## config.mk

```make
export PLATFORM = sky130hd
export DESIGN_NAME = rgbe_shared_exponent_encoder
export DESIGN_NICKNAME = d
export VERILOG_FILES = /design/src/sv/rgbe_pkg.sv /design/src/sv/rgbe_mant.sv /design/src/sv/rgbe_shared_exponent_encoder.sv
export SDC_FILE = /design/constraint.sdc
export NUM_CORES = 1
export LEC_CHECK = 0
export BUFFER_PORTS_ARGS = -buffer_cell sky130_fd_sc_hd__buf_2
export CAP_MARGIN = 30
export CORE_ASPECT_RATIO = 0.6
export CORE_MARGIN = 3
export CORE_UTILIZATION = 45
export CTS_BUF_LIST = sky130_fd_sc_hd__clkbuf_4 sky130_fd_sc_hd__clkbuf_8
export DETAILED_ROUTE_END_ITERATION = 12
export MAX_ROUTING_LAYER = met4
export PLACE_DENSITY = 0.72
export SLEW_MARGIN = 20
export SYNTH_ARGS = -nofsm -noshare
export SYNTH_HDL_FRONTEND = slang
export SYNTH_SLANG_ARGS = --single-unit
```

## constraint.sdc

```tcl
create_clock -name clk -period 10.9 [get_ports clk]
set_clock_uncertainty 0.2 [all_clocks]
set_input_delay 2.18 -clock clk [delete_from_list [all_inputs] [get_ports clk]]
set_output_delay 2.18 -clock clk [all_outputs]
set_load 0.02 [all_outputs]
```

## src/sv/rgbe_pkg.sv

```systemverilog
// ----------------------------------------------------------------------------
// rgbe_pkg
// Shared types and constants for the RGBE shared-exponent encoder.
// ----------------------------------------------------------------------------
package rgbe_pkg;

  // Bit pattern of 1.0e-32f; positive floats order like their bit patterns.
  localparam logic [31:0] BLACK_LIMIT = 32'h0A4F_B11F;
  localparam logic [31:0] PINF_BITS   = 32'h7F80_0000;
  localparam logic [7:0]  EXP_ALL_ONE = 8'hFF;
  localparam logic [7:0]  BYTE_MAX    = 8'hFF;

  typedef struct packed {
    logic [31:0] red_bits;
    logic [31:0] green_bits;
    logic [31:0] blue_bits;
  } rgbe_in_t;

  typedef struct packed {
    logic [7:0] red_mantissa;
    logic [7:0] green_mantissa;
    logic [7:0] blue_mantissa;
    logic [7:0] shared_exponent;
  } rgbe_out_t;

  // Ordering key: non-positive values and NaN map to zero.
  function automatic logic [31:0] comp_key(input logic [31:0] x);
    logic nan;
    nan = (x[30:23] == EXP_ALL_ONE) && (x[22:0] != 23'd0);
    return (x[31] || nan) ? 32'd0 : x;
  endfunction

endpackage

```

## src/sv/rgbe_mant.sv

```systemverilog
// ----------------------------------------------------------------------------
// rgbe_mant
// Scales one component key by 2^(8-E): right shift, round half up, clamp.
// Shift amount is precomputed; this stage is purely combinational.
// ----------------------------------------------------------------------------
module rgbe_mant
  import rgbe_pkg::*;
(
  input  logic [31:0] key,
  input  logic [8:0]  rsh,     // right shift r = 142 + E - eu, valid when > 0
  input  logic        sat,     // shift <= 0 or infinite: 255
  output logic [7:0]  mant
);
  logic [23:0] sig;
  logic [24:0] sum;
  logic [24:0] q;
  logic [5:0]  r;

  always_comb begin
    sig  = (key[30:23] != 8'd0) ? {1'b1, key[22:0]} : {1'b0, key[22:0]};
    r    = rsh[5:0];
    mant = 8'd0;
    sum  = 25'd0;
    q    = 25'd0;
    if (key == 32'd0) begin
      mant = 8'd0;
    end else if (sat) begin
      mant = BYTE_MAX;
    end else if (rsh < 9'd26) begin
      sum  = {1'b0, sig} + (25'd1 << (r - 6'd1));
      q    = sum >> r;
      mant = (q > 25'd255) ? BYTE_MAX : q[7:0];
    end
  end
endmodule

```

## src/sv/rgbe_shared_exponent_encoder.sv

```systemverilog
// ----------------------------------------------------------------------------
// rgbe_shared_exponent_encoder
// Three linear float components in, one Radiance RGBE word out.
// ----------------------------------------------------------------------------
// A pixel is taken on every clock (busy is low except while reset is held) and
// its RGBE word appears with out_valid after the four register stages:
// key/max, exponent, shift amounts, rounding. The receiver cannot stall; each
// result shows for one cycle only. Rounding is half away from zero; NaN and
// negatives give 0, +inf gives 255 and exponent byte 255.
module rgbe_shared_exponent_encoder
  import rgbe_pkg::*;
(
  input  logic      clk,
  input  logic      rst_n,
  input  logic      start,
  output logic      busy,
  input  rgbe_in_t  in_data,
  output logic      out_valid,
  output rgbe_out_t out_data
);
  logic [3:0] vld_r;

  // stage 1: keys and max
  logic [31:0] k1_r [3];
  logic [31:0] mx1_r;
  // stage 2: exponent
  logic [31:0] k2_r [3];
  logic        blk2_r;
  logic [8:0]  e2_r;   // E + 128, range 2..256
  // stage 3: shifts
  logic [31:0] k3_r [3];
  logic [8:0]  rsh3_r [3];
  logic        sat3_r [3];
  logic        blk3_r;
  logic [7:0]  eb3_r;
  // stage 4: output
  rgbe_out_t   out_r;

  logic [31:0] k0 [3];
  logic [31:0] mx0;
  logic [7:0]  mant [3];

  // no transaction is taken while reset is held
  assign busy = ~rst_n;

  always_comb begin
    k0[0] = comp_key(in_data.red_bits);
    k0[1] = comp_key(in_data.green_bits);
    k0[2] = comp_key(in_data.blue_bits);
    mx0 = k0[0];
    if (k0[1] > mx0) mx0 = k0[1];
    if (k0[2] > mx0) mx0 = k0[2];
  end

  // valid pipeline
  always_ff @(posedge clk) begin
    if (!rst_n) begin
      vld_r <= '0;
    end else begin
      vld_r <= {vld_r[2:0], start};
    end
  end

  // datapath stages
  always_ff @(posedge clk) begin
    k1_r  <= k0;
    mx1_r <= mx0;

    k2_r   <= k1_r;
    blk2_r <= (mx1_r == 32'd0) || (mx1_r < BLACK_LIMIT);
    // E = mexp - 126, +inf gives E = 128; store E + 128
    e2_r   <= (mx1_r == PINF_BITS) ? 9'd256 : {1'b0, mx1_r[30:23]} + 9'd2;

    k3_r   <= k2_r;
    blk3_r <= blk2_r;
    eb3_r  <= (e2_r > 9'd255) ? BYTE_MAX : e2_r[7:0];
    for (int i = 0; i < 3; i++) begin
      // sh = eu - 142 - E = eu - 14 - (E+128); r = -sh
      logic [7:0]  eu;
      logic [10:0] rr;
      eu = (k2_r[i][30:23] != 8'd0) ? k2_r[i][30:23] : 8'd1;
      rr = {2'b0, e2_r} + 11'd14 - {3'b0, eu};
      sat3_r[i] <= (k2_r[i][30:23] == EXP_ALL_ONE) || rr[10] || (rr == 11'd0);
      rsh3_r[i] <= (rr > 11'd40) ? 9'd40 : rr[8:0];
    end

    out_r.red_mantissa    <= blk3_r ? 8'd0 : mant[0];
    out_r.green_mantissa  <= blk3_r ? 8'd0 : mant[1];
    out_r.blue_mantissa   <= blk3_r ? 8'd0 : mant[2];
    out_r.shared_exponent <= blk3_r ? 8'd0 : eb3_r;
  end

  for (genvar g = 0; g < 3; g++) begin : g_mant
    rgbe_mant u_mant (
      .key  (k3_r[g]),
      .rsh  (rsh3_r[g]),
      .sat  (sat3_r[g]),
      .mant (mant[g])
    );
  end

  assign out_valid = vld_r[3];
  assign out_data  = out_r;

  // checks
  a_lat: assert property (@(posedge clk) disable iff (!rst_n)
    start |-> ##4 out_valid) else $error("result lost");
  a_black: assert property (@(posedge clk) disable iff (!rst_n)
    out_valid && out_data.shared_exponent == 8'd0 |->
      out_data.red_mantissa == 8'd0 && out_data.green_mantissa == 8'd0 &&
      out_data.blue_mantissa == 8'd0) else $error("black pixel not zero");
  a_busy: assert property (@(posedge clk) disable iff (!rst_n)
    !busy) else $error("busy raised");
endmodule

```

## After elaboration in Yosys (flattened, before gate mapping)

Memories as Yosys holds them, arrays and structs flattened.
Index checks and enable logic that the tools add are counted.

| cells by class | value |
|---|---|
| add/sub/neg operators | 11 |
| order comparisons | 13 |
| equality and inequality tests | 7 |
| shift operators | 6 |
| mux-type cells | 23 |
| bitwise operators | 1 |
| reduce and logical (&&, ||, !) cells | 32 |

Operators by type and width:

| operator | number |
|---|---|
| $mux 32 | 5 |
| $logic_not 32->1 | 4 |
| $mux 8 | 12 |
| $add 24x25->25 | 3 |
| $gt 25x8->1 const B | 3 |
| $shl 1x6->25 const A | 3 |
| $shr 25x6->25 | 3 |
| $mux 24 | 3 |
| $reduce_bool 23->1 | 3 |
| $gt 32x32->1 | 2 |
| $eq 8x8->1 const B | 6 |
| $reduce_bool 8->1 | 6 |
| $gt 11x6->1 const B | 3 |
| $logic_not 11->1 | 3 |
| $eq 32x31->1 const B | 1 |
| $lt 32x28->1 const B | 1 |
| $lt 9x5->1 const B | 3 |
| $mux 9 | 3 |
| $sub 11x8->11 | 2 |
| $sub 6x1->6 const B | 3 |
| $sub 10x8->11 | 1 |
| $add 9x4->10 const B | 1 |
| $logic_or 1x1->1 | 10 |
| $add 8x2->9 const B | 1 |
| other kinds (4) | 8 |

| storage, ports and cells | value |
|---|---|
| flip-flop bits (word level) | 375 |
| bits in writable memories | 30 |
| input port bits | 99 |
| output and inout bits | 34 |
| word-level logic and storage cells | 114 |
| memories kept | 2 |

Memories:

| name | words | width | read ports | clocked after memory_dff | wr ports | line | RTL |
|---|---|---|---|---|---|---|---|
| rsh3_r | 3 | 9 | 3 | 0 | 3 | rgbe_shared_exponent_encoder.sv:32 | `logic [8:0] rsh3_r [3];` |
| sat3_r | 3 | 1 | 3 | 0 | 3 | rgbe_shared_exponent_encoder.sv:33 | `logic sat3_r [3];` |

## Longest topological paths before layout

Gate-level depths: netlist of the first run.

| depth | value |
|---|---|
| word-level depth | 8 |
| mapped depth | 33 |
| depth with buffers taken out | 29 |

## Cells and area by module

A second synthesis of the first run with hierarchy kept.

| unflattened totals | value |
|---|---|
| cell total of the unflattened synthesis | 2732 |
| area total of the unflattened synthesis | 23543.8 µm² |

Modules (own cells, without submodules):

| module | instances | cells an instance | area each (µm²) | seq. area each (µm²) |
|---|---|---|---|---|
| rgbe_shared_exponent_encoder | 1 | 1195 | 13320.3 | 8107.8 |
| rgbe_mant at g_mant[0].u_mant ... | 2 | 524 | 3482.1 | 0.0 |
| rgbe_mant at g_mant[1].u_mant | 1 | 489 | 3259.4 | 0.0 |

## Worst setup path after synthesis of the first run

Ideal clock, no wire load.

| path | value |
|---|---|
| path type | in2reg |
| start | in in_data[75] (netlist bit) |
| end | reg mx1_r[11] |
| library setup time | 142 ps |
| data arrival time | 7714 ps |
| data required time | 10558 ps |
| setup slack | 2844 ps |
| stages | 32 |
| path buffers | 4 |
| path through | nor4_1 and4_1 nand3_1 a21oi_1 clkbuf_1 nand2_1 ha_1 nor2b_1 o21a_1 o21a_1 o21a_1 o21a_1 o21ai_0 a21oi_1 o21ai_0 a32oi_1 clkbuf_1 mux2i_1 ha_1 nor2b_1 o21a_1 o21a_1 o21a_1 o21a_1 o21a_1 o21a_1 o21ai_0 a21boi_1 o21a_1 clkbuf_1 buf_1 mux2i_1 |

| on the way | value |
|---|---|
| word-level cells in the longest chain between the ends | 8 |

Ends and longest elaborated chain:

| element | line | RTL |
|---|---|---|
| start, declared | rgbe_shared_exponent_encoder.sv:17 | `input rgbe_in_t in_data,` |
| $reduce_bool 23->1 | rgbe_pkg.sv:29 | `nan = (x[30:23] == EXP_ALL_ONE) && (x[22:0] != 23'd0);` |
| $logic_and 1x1->1 | rgbe_pkg.sv:29 |  |
| $logic_or 1x1->1 | rgbe_pkg.sv:30 | `return (x[31] \|\| nan) ? 32'd0 : x;` |
| $mux 32 (*) | rgbe_pkg.sv:30 |  |
| $gt 32x32->1 | rgbe_shared_exponent_encoder.sv:51 | `if (k0[1] > mx0) mx0 = k0[1];` |
| $mux 32 (*) | rgbe_shared_exponent_encoder.sv:51 |  |
| $gt 32x32->1 | rgbe_shared_exponent_encoder.sv:52 | `if (k0[2] > mx0) mx0 = k0[2];` |
| $mux 32 (*) | rgbe_shared_exponent_encoder.sv:52 |  |
| via mx0[11] | rgbe_shared_exponent_encoder.sv:40 | `logic [31:0] mx0;` |
| end signal, assigned | rgbe_shared_exponent_encoder.sv:67 | `mx1_r <= mx0;` |
| end, declared | rgbe_shared_exponent_encoder.sv:25 | `logic [31:0] mx1_r;` |

The timed path passes the listed nets; every way through them passes the cells marked *.
A chain may end at the register's enable or synchronous reset.

## Final worst setup path of the first run

| path | value |
|---|---|
| start | in in_data[75] (netlist bit) |
| end | reg mx1_r[28] |

Same word-level chain as after synthesis.

==> results of run 1 <==
cells in the mapped netlist, types with 18 or more instances:
cell type | n | area [um2]
or2_2 | 18 | 113
nand2_1 | 254 | 953
mux2i_1 | 103 | 1030
nor2b_1 | 36 | 225
xnor2_1 | 46 | 403
o21ai_0 | 107 | 536
o211ai_1 | 47 | 353
and2_1 | 63 | 394
ha_1 | 165 | 2060
nand2b_1 | 26 | 163
a211oi_1 | 48 | 360
xor2_1 | 36 | 315
o21a_1 | 31 | 233
a31oi_1 | 24 | 150
nor4_1 | 54 | 338
or3_1 | 27 | 169
nor2_1 | 228 | 856
inv_1 | 131 | 492
nor3_1 | 72 | 360
a21o_1 | 53 | 398
nand4_1 | 60 | 375
dfxtp_1 | 405 | 8110
clkbuf_1 | 91 | 342
and3_1 | 23 | 144
nand3_1 | 50 | 250
a21oi_1 | 152 | 761
power by group through the flow:
stage	combinational, mW	sequential, mW	clock [mW]
2_1_floorplan	0.819	1.76	0
5_1_grt	1.36	1.75	1.46
3_3_place_gp	1.19	1.76	0
3_5_place_dp	1.21	1.76	0
6_report	1.26	1.73	1.38
4_1_cts	1.22	1.73	1.39
routing by layer:
metal,vias to the layer above,track usage
li1,10100,-
met1,10600,0.462
met2,1381,0.395
met3,120,0.0766
met4,0,0.0551
met5,-,-
area by class of cell:
class	count	share of cell area
diodes	4	0.000387
clock buffers	80	0.0401
clock inverters	21	0.0117
inverters	133	0.0193
multi-input cells	2058	0.548
flip-flops and latches	405	0.313
well taps	682	0.0330
repair buffers	162	0.0341
worst min path at each step:
| stage | end | slack, ps | start | cells past startpoint |
|---|---|---|---|---|
| floorplan | blk3_r$_DFF_P_ | 110 | blk2_r$_DFF_P_ | 0 |
| global placement | k2_r[40]$_DFF_P_ | 110 | k1_r[40]$_DFF_P_ | 0 |
| detailed placement | k2_r[14]$_DFF_P_ | 110 | k1_r[14]$_DFF_P_ | 0 |
| CTS | k2_r[86]$_DFF_P_ | 110 | k1_r[86]$_DFF_P_ | 0 |
| global route | k2_r[78]$_DFF_P_ | 120 | k1_r[78]$_DFF_P_ | 0 |
| finish | k2_r[86]$_DFF_P_ | 110 | k1_r[86]$_DFF_P_ | 0 |
worst max-delay path, stage by stage:
cell	delay [ps]
buf_2	130
nor4_1	600
and4_1	300
nand3_1	90
a21oi_2	170
buf_4	250
nand2_1	110
ha_1	300
nand4_1	190
nor4_1	560
buf_4	220
o21ai_0	160
a32oi_4	780
buf_4	380
mux2i_1	270
ha_1	200
a21o_1	110
a21o_1	110
a21oi_1	70
nor2b_1	100
o21ai_0	80
nand2b_1	70
a21o_1	110
a21oi_1	60
o21ai_1	490
o21a_1	650
buf_4	430
mux2i_1	270
flip-flops by register name, summed over array words and instances (netlist names), 8 cells and up:
name / count
e2_r: 9
eb3_r: 8
k1_r: 96
k2_r: 96
k3_r: 96
mx1_r: 32
out_data: 32
rsh3_r: 27
layout by cell type (no fill, tap or decap), types with 12 or more instances in the layout:
master and count:
or3_1 27, mux2i_1 103, o211ai_1 47, dfxtp_1 405, xor2_1 36, nand4_1 60
a21oi_1 150, and3_1 23, o21a_1 31, nor2b_1 36, o31ai_1 12, xnor2_1 46
a21o_1 53, a211oi_1 48, nor4_1 54, inv_1 131, buf_2 133, and2_1 63
a211o_1 14, o21ai_0 107, nor3_1 72, nor2_1 228, clkbuf_8 70, buf_4 27
a31oi_1 24, o22ai_1 17, or2_2 18, nand3_1 50, nand2_1 254, nand2b_1 26
conb_1 17, ha_1 165
logic make-up after synthesis:
kind of cell,Yosys count,synth area share
adders and majority gates,171,0.0939
and+or+nand+nor,950,0.201
AOI/OAI and AO/OA,712,0.219
muxes,126,0.0609
buffers and inverters,265,0.0457
DFF,405,0.349
xor gates and xnor gates,82,0.0309
other,2,0.000323
metrics by stage:
stage | std cells | hold WS (ps)
5_1_grt | 3545 | 123
6_report | 3545 | 107
4_1_cts | 3540 | 115
2_1_floorplan | 2728 | 110
3_5_place_dp | 3439 | 112
3_3_place_gp | 3436 | 110
==> impl_metrics.csv, run 1 <==
group,metric,value,unit
status,status,"finished, final reports clean",
global_route,grt_usage,0.302,
layout,num-nets-final,3086,
logic_synthesis,syn-cell-area,23300,um2
power,swShare,0.344,
setup_path,worstPathArrival,9500,ps
timing,finalSetupViolCount,0,
power,p_leak,11.3,nW
setup_path,endpoint_kind,"flip-flop",
clock_network,cts_tree,"done",
setup_path,crit_required,11270,ps
layout,drive_above_1_share,0.128,
place,place_area,24500,um2
power,switchingPower,1.50,mW
clock_network,root_buffer,"clkbuf_8",
setup_path,startpoint,"in_data[75]",
logic_synthesis,synth_edf_count,0,
logic_synthesis,ys_seq_elements,405,
global_route,grt_max_degree,47,
floorplan,fp.dieW,300,um
logic_synthesis,yosysSeqAreaShare,0.349,
setup_path,reg2reg_to,"out_data[11]$_SDFF_PP0_",
timing,tns,0,ps
global_route,grt-ovfl-total,0,
power,pwr-share-comb,0.288,
timing,tightestPinTransition,980,ps
place,port-buffer-count,132,
clock_network,post_cts_buffers,0,
detailed_routing,wl,82800,um
logic_synthesis,synthArstFlopShare,0,
detailed_routing,firstDrtPassIters,8,
place,routabilityCongestion,1.04,
setup_path,startpoint_type,"input pin",
detailed_routing,drc_errors,0,
clock_network,ctsHoldBuffers,0,
floorplan,std_cell_rows,63,
floorplan,die_area,54500,um2
clock_network,cts_sinks,405,
setup_path,critPathKind,"input pin to flip-flop",
timing,min_period,9130,ps
power,seqPwrFrac,0.397,
layout,final_area,25900,um2
timing,max_slew_margin,0.338,
floorplan,fp.coreArea,50200,um2
power,power,4.37,mW
detailed_routing,via_count,22200,
detailed_routing,wl_met1,39100,um
place,dp.final_hpwl,66900,um
layout,fill_cells,4716,
power,clkPwrFrac,0.315,
min_path,hp-class,"flip-flop to flip-flop",
clock_network,htree_levels,2,
setup_path,reg2regPathDepth,18,
clock_network,cts_resized,0,
layout,final_core_util,0.515,
setup_path,r2r-start,"rsh3_r[0][18]$_SDFF_PN0_",
place,dp_slack,1310,ps
logic_synthesis,synth_cell_types,112,
detailed_routing,wl_met3,10900,um
global_route,antenna_found_initial,7,
setup_path,path_max_fanout,19,
global_route,grt_first_pass_wirelength,125000,um
timing,min_period_over_period,0.838,
clock_network,clk_latency,650,ps
run,maxCapViolations,0,
timing,fin_ws,1770,ps
floorplan,start_util,0.463,
setup_path,r2r_setup_slack,4120,ps
logic_synthesis,yosys_warnings,0,
floorplan,ioPinCount,133,
setup_path,endpoint,"mx1_r[28]$_DFF_P_",
power,intPower,2.87,mW
logic_synthesis,avgSynthCellArea,8.57,um2
logic_synthesis,ys.flop_type,"dfxtp_1",
detailed_routing,wire_per_inst,23.4,um
timing,fmax,109,MHz
layout,regArea,8110,um2
global_route,grt_pass1_vias,20300,
detailed_routing,vias_per_cell,6.26,
power,ir_worst_vdd,0.129,mV
timing,final_max_slew_viol_count,0,
power,pwr_density_cell,169,nW/um2
detailed_routing,first_iter_violations,3193,
detailed_routing,final_antenna_net_count,0,
clock_network,cts_made_buffers,56,
floorplan,die_h,182,um
layout,synthToLayoutAreaGrowth,11.2,%
timing,finalHoldViolations,0,
clock_network,clk_path_buf_depth,3,
logic_synthesis,syn_inst,2713,
timing,rsz0062_at_grt,"no",
clock_network,clk_pin_slew,70,ps
layout,multiInputGateArea,14200,um2
detailed_routing,highest_layer,"met4",
detailed_routing,met2_wirelength,31600,um
Power figures use the tool's default switching activity.
==> run 2, diff against run 1 <==
==> constraint.sdc (replaced) <==
create_clock -name clk -period 8.88 [get_ports clk]
set_clock_uncertainty 0.2 [all_clocks]
set_input_delay 1.776 -clock clk [delete_from_list [all_inputs] [get_ports clk]]
set_output_delay 1.776 -clock clk [all_outputs]
set_load 0.02 [all_outputs]
==> run 2 against run 1 <==
  * Global-route usage rose by 0.51 points
  * Non-clock buffer count is 23 higher
  * Worst setup slack worse by 840 ps
  * Final cell count up 0.56%
  * Power up 21%
  * Flip-flop and latch count stayed put
  * Hold slack improved by 15 ps
  * Combinational power increased by 25%
  * Register-to-register slack worse by 2200 ps
  * Sequential share of layout area decreased by 0.11 points
  * Routed wire length rose by 1.8%
  * Critical endpoint is now mx1_r[27]$_DFF_P_
  * Highest routed layer unchanged
==> impl_metrics.csv, run 2 (same netlist as run 1, synthesis figures left out) <==
group,metric,value,unit
timing,rsz0062_at_grt,"no",
floorplan,fp.dieW,300,um
clock_network,ctsHoldBuffers,0,
clock_network,cts_sinks,405,
place,dp_cells,3462,
clock_network,clk_path_buf_depth,3,
clock_network,cts_resized,0,
timing,min_period,7950,ps
detailed_routing,final_antenna_net_count,0,
place,dp.final_hpwl,68500,um
power,ir_worst_vdd,0.155,mV
global_route,antenna_found_initial,5,
global_route,grt_pass1_vias,20400,
clock_network,clk_pin_slew,80,ps
power,power,5.27,mW
timing,final_max_slew_viol_count,0,
timing,finalSetupViolCount,0,
detailed_routing,vias_per_cell,6.22,
layout,final_core_util,0.517,
timing,tns,0,ps
power,pwr_density_cell,203,nW/um2
setup_path,crit_required,9170,ps
detailed_routing,firstDrtPassIters,6,
setup_path,endpoint_kind,"flip-flop",
timing,fmax,126,MHz
setup_path,worstPathArrival,8240,ps
detailed_routing,wire_per_inst,23.7,um
floorplan,fp.coreArea,50200,um2
layout,final_area,26000,um2
layout,most-common-layout-cells,"405 x dfxtp_1, 254 x nand2_1, 228 x nor2_1, 165 x ha_1, 150 x a21oi_1",
floorplan,die_h,182,um
layout,final_cells,3565,
run,maxCapViolations,0,
detailed_routing,wl,84300,um
min_path,hp-class,"flip-flop to flip-flop",
timing,max_slew_margin,0.192,
clock_network,clk_latency,650,ps
global_route,grt_max_degree,47,
timing,min_period_over_period,0.895,
setup_path,startpoint_type,"input pin",
detailed_routing,via_count,22200,
timing,finalHoldViolations,0,
layout,drive_above_1_share,0.135,
floorplan,ioPinCount,133,
clock_network,cts_tree,"done",
layout,synthToLayoutAreaGrowth,11.6,%
detailed_routing,wl_met3,10500,um
clock_network,post_cts_buffers,0,
detailed_routing,met2_wirelength,32100,um
place,place_area,24700,um2
clock_network,htree_levels,2,
floorplan,std_cell_rows,63,
setup_path,crit_top_cell,"o21a_1",
layout,mostFrequentLayoutCell,"dfxtp_1",
setup_path,critPathKind,"input pin to flip-flop",
detailed_routing,first_iter_violations,2903,
floorplan,start_util,0.463,
setup_path,slowest_delay,680,ps
setup_path,path_max_fanout,27,
status,status,"finished, final reports clean",
global_route,grt_usage,0.307,
place,dp_slack,486,ps
timing,tightestPinTransition,1200,ps
place,routabilityCongestion,1.02,
detailed_routing,wl_met1,40700,um
detailed_routing,drc_errors,0,
layout,largestRegisters,"k1_r: 96 flops, k2_r: 96 flops, k3_r: 96 flops",
floorplan,die_area,54500,um2
timing,holdWs,122,ps
layout,num-nets-final,3108,
place,port-buffer-count,132,
clock_network,cts_made_buffers,55,
timing,fin_ws,929,ps
global_route,grt_first_pass_wirelength,127000,um
global_route,grt-ovfl-total,0,
setup_path,slowest_stage,"a32oi_4",
clock_network,root_buffer,"clkbuf_8",
detailed_routing,highest_layer,"met4",
power,p_leak,11.4,nW
[run 2: cell types whose count changed in the layout (fill, tap and decap cells not counted), moves of 2 or more]
cell,change
buf_4,+24
bufinv_16,-4
clkbuf_4,+5
clkbuf_8,-2
clkinv_2,-5
clkinv_4,-2
clkinvlp_4,+5
[run 2: power breakdown]
| group | switching (mW) | total (mW) | internal, mW |
|---|---|---|---|
| clock | 0.727 | 1.58 | 0.850 |
| combinational | 1.00 | 1.57 | 0.565 |
| sequential | 0.130 | 2.13 | 2.00 |
| total | 1.86 | 5.27 | 3.41 |
[run 2: per-layer routing]
metal	global-route usage	vias to the layer above
met5	-	-
met4	0.0448	0
met3	0.0759	86
met2	0.400	1278
met1	0.477	10600
li1	-	10200
[run 2: worst paths after layout]
| path | depth (start not counted) | startpoint | end | slack (ps) |
|---|---|---|---|---|
| worst max register to register | 18 | rsh3_r[0][18]$_SDFF_PN0_ | out_data[12]$_SDFF_PP0_ | 1910 |
| worst min-delay path | 0 | k1_r[36]$_DFF_P_ | k2_r[36]$_DFF_P_ | 120 |
| worst max-delay path | 32 | in_data[40] | mx1_r[27]$_DFF_P_ | 930 |
| worst min register to register | 0 | k1_r[36]$_DFF_P_ | k2_r[36]$_DFF_P_ | 120 |
[run 2: critical path, delay by kind of cell]
| kind | cells | cell delay (ps) |
|---|---|---|
| compound gates | 17 | 3220 |
| fa+ha+maj | 2 | 550 |
| buf+inv | 5 | 1160 |
| mux | 2 | 420 |
| simple gates | 6 | 1090 |
[run 2: area by class of cell]
cell class / count / area, um2
clock inverters: 16 / 194
diodes: 3 / 7.51
multi-input cells: 2058 / 14200
clock buffers: 83 / 1050
inverters: 133 / 499
fillers: 4723 / 24200
flip-flops and latches: 405 / 8110
repair buffers: 185 / 1080
well taps: 682 / 853
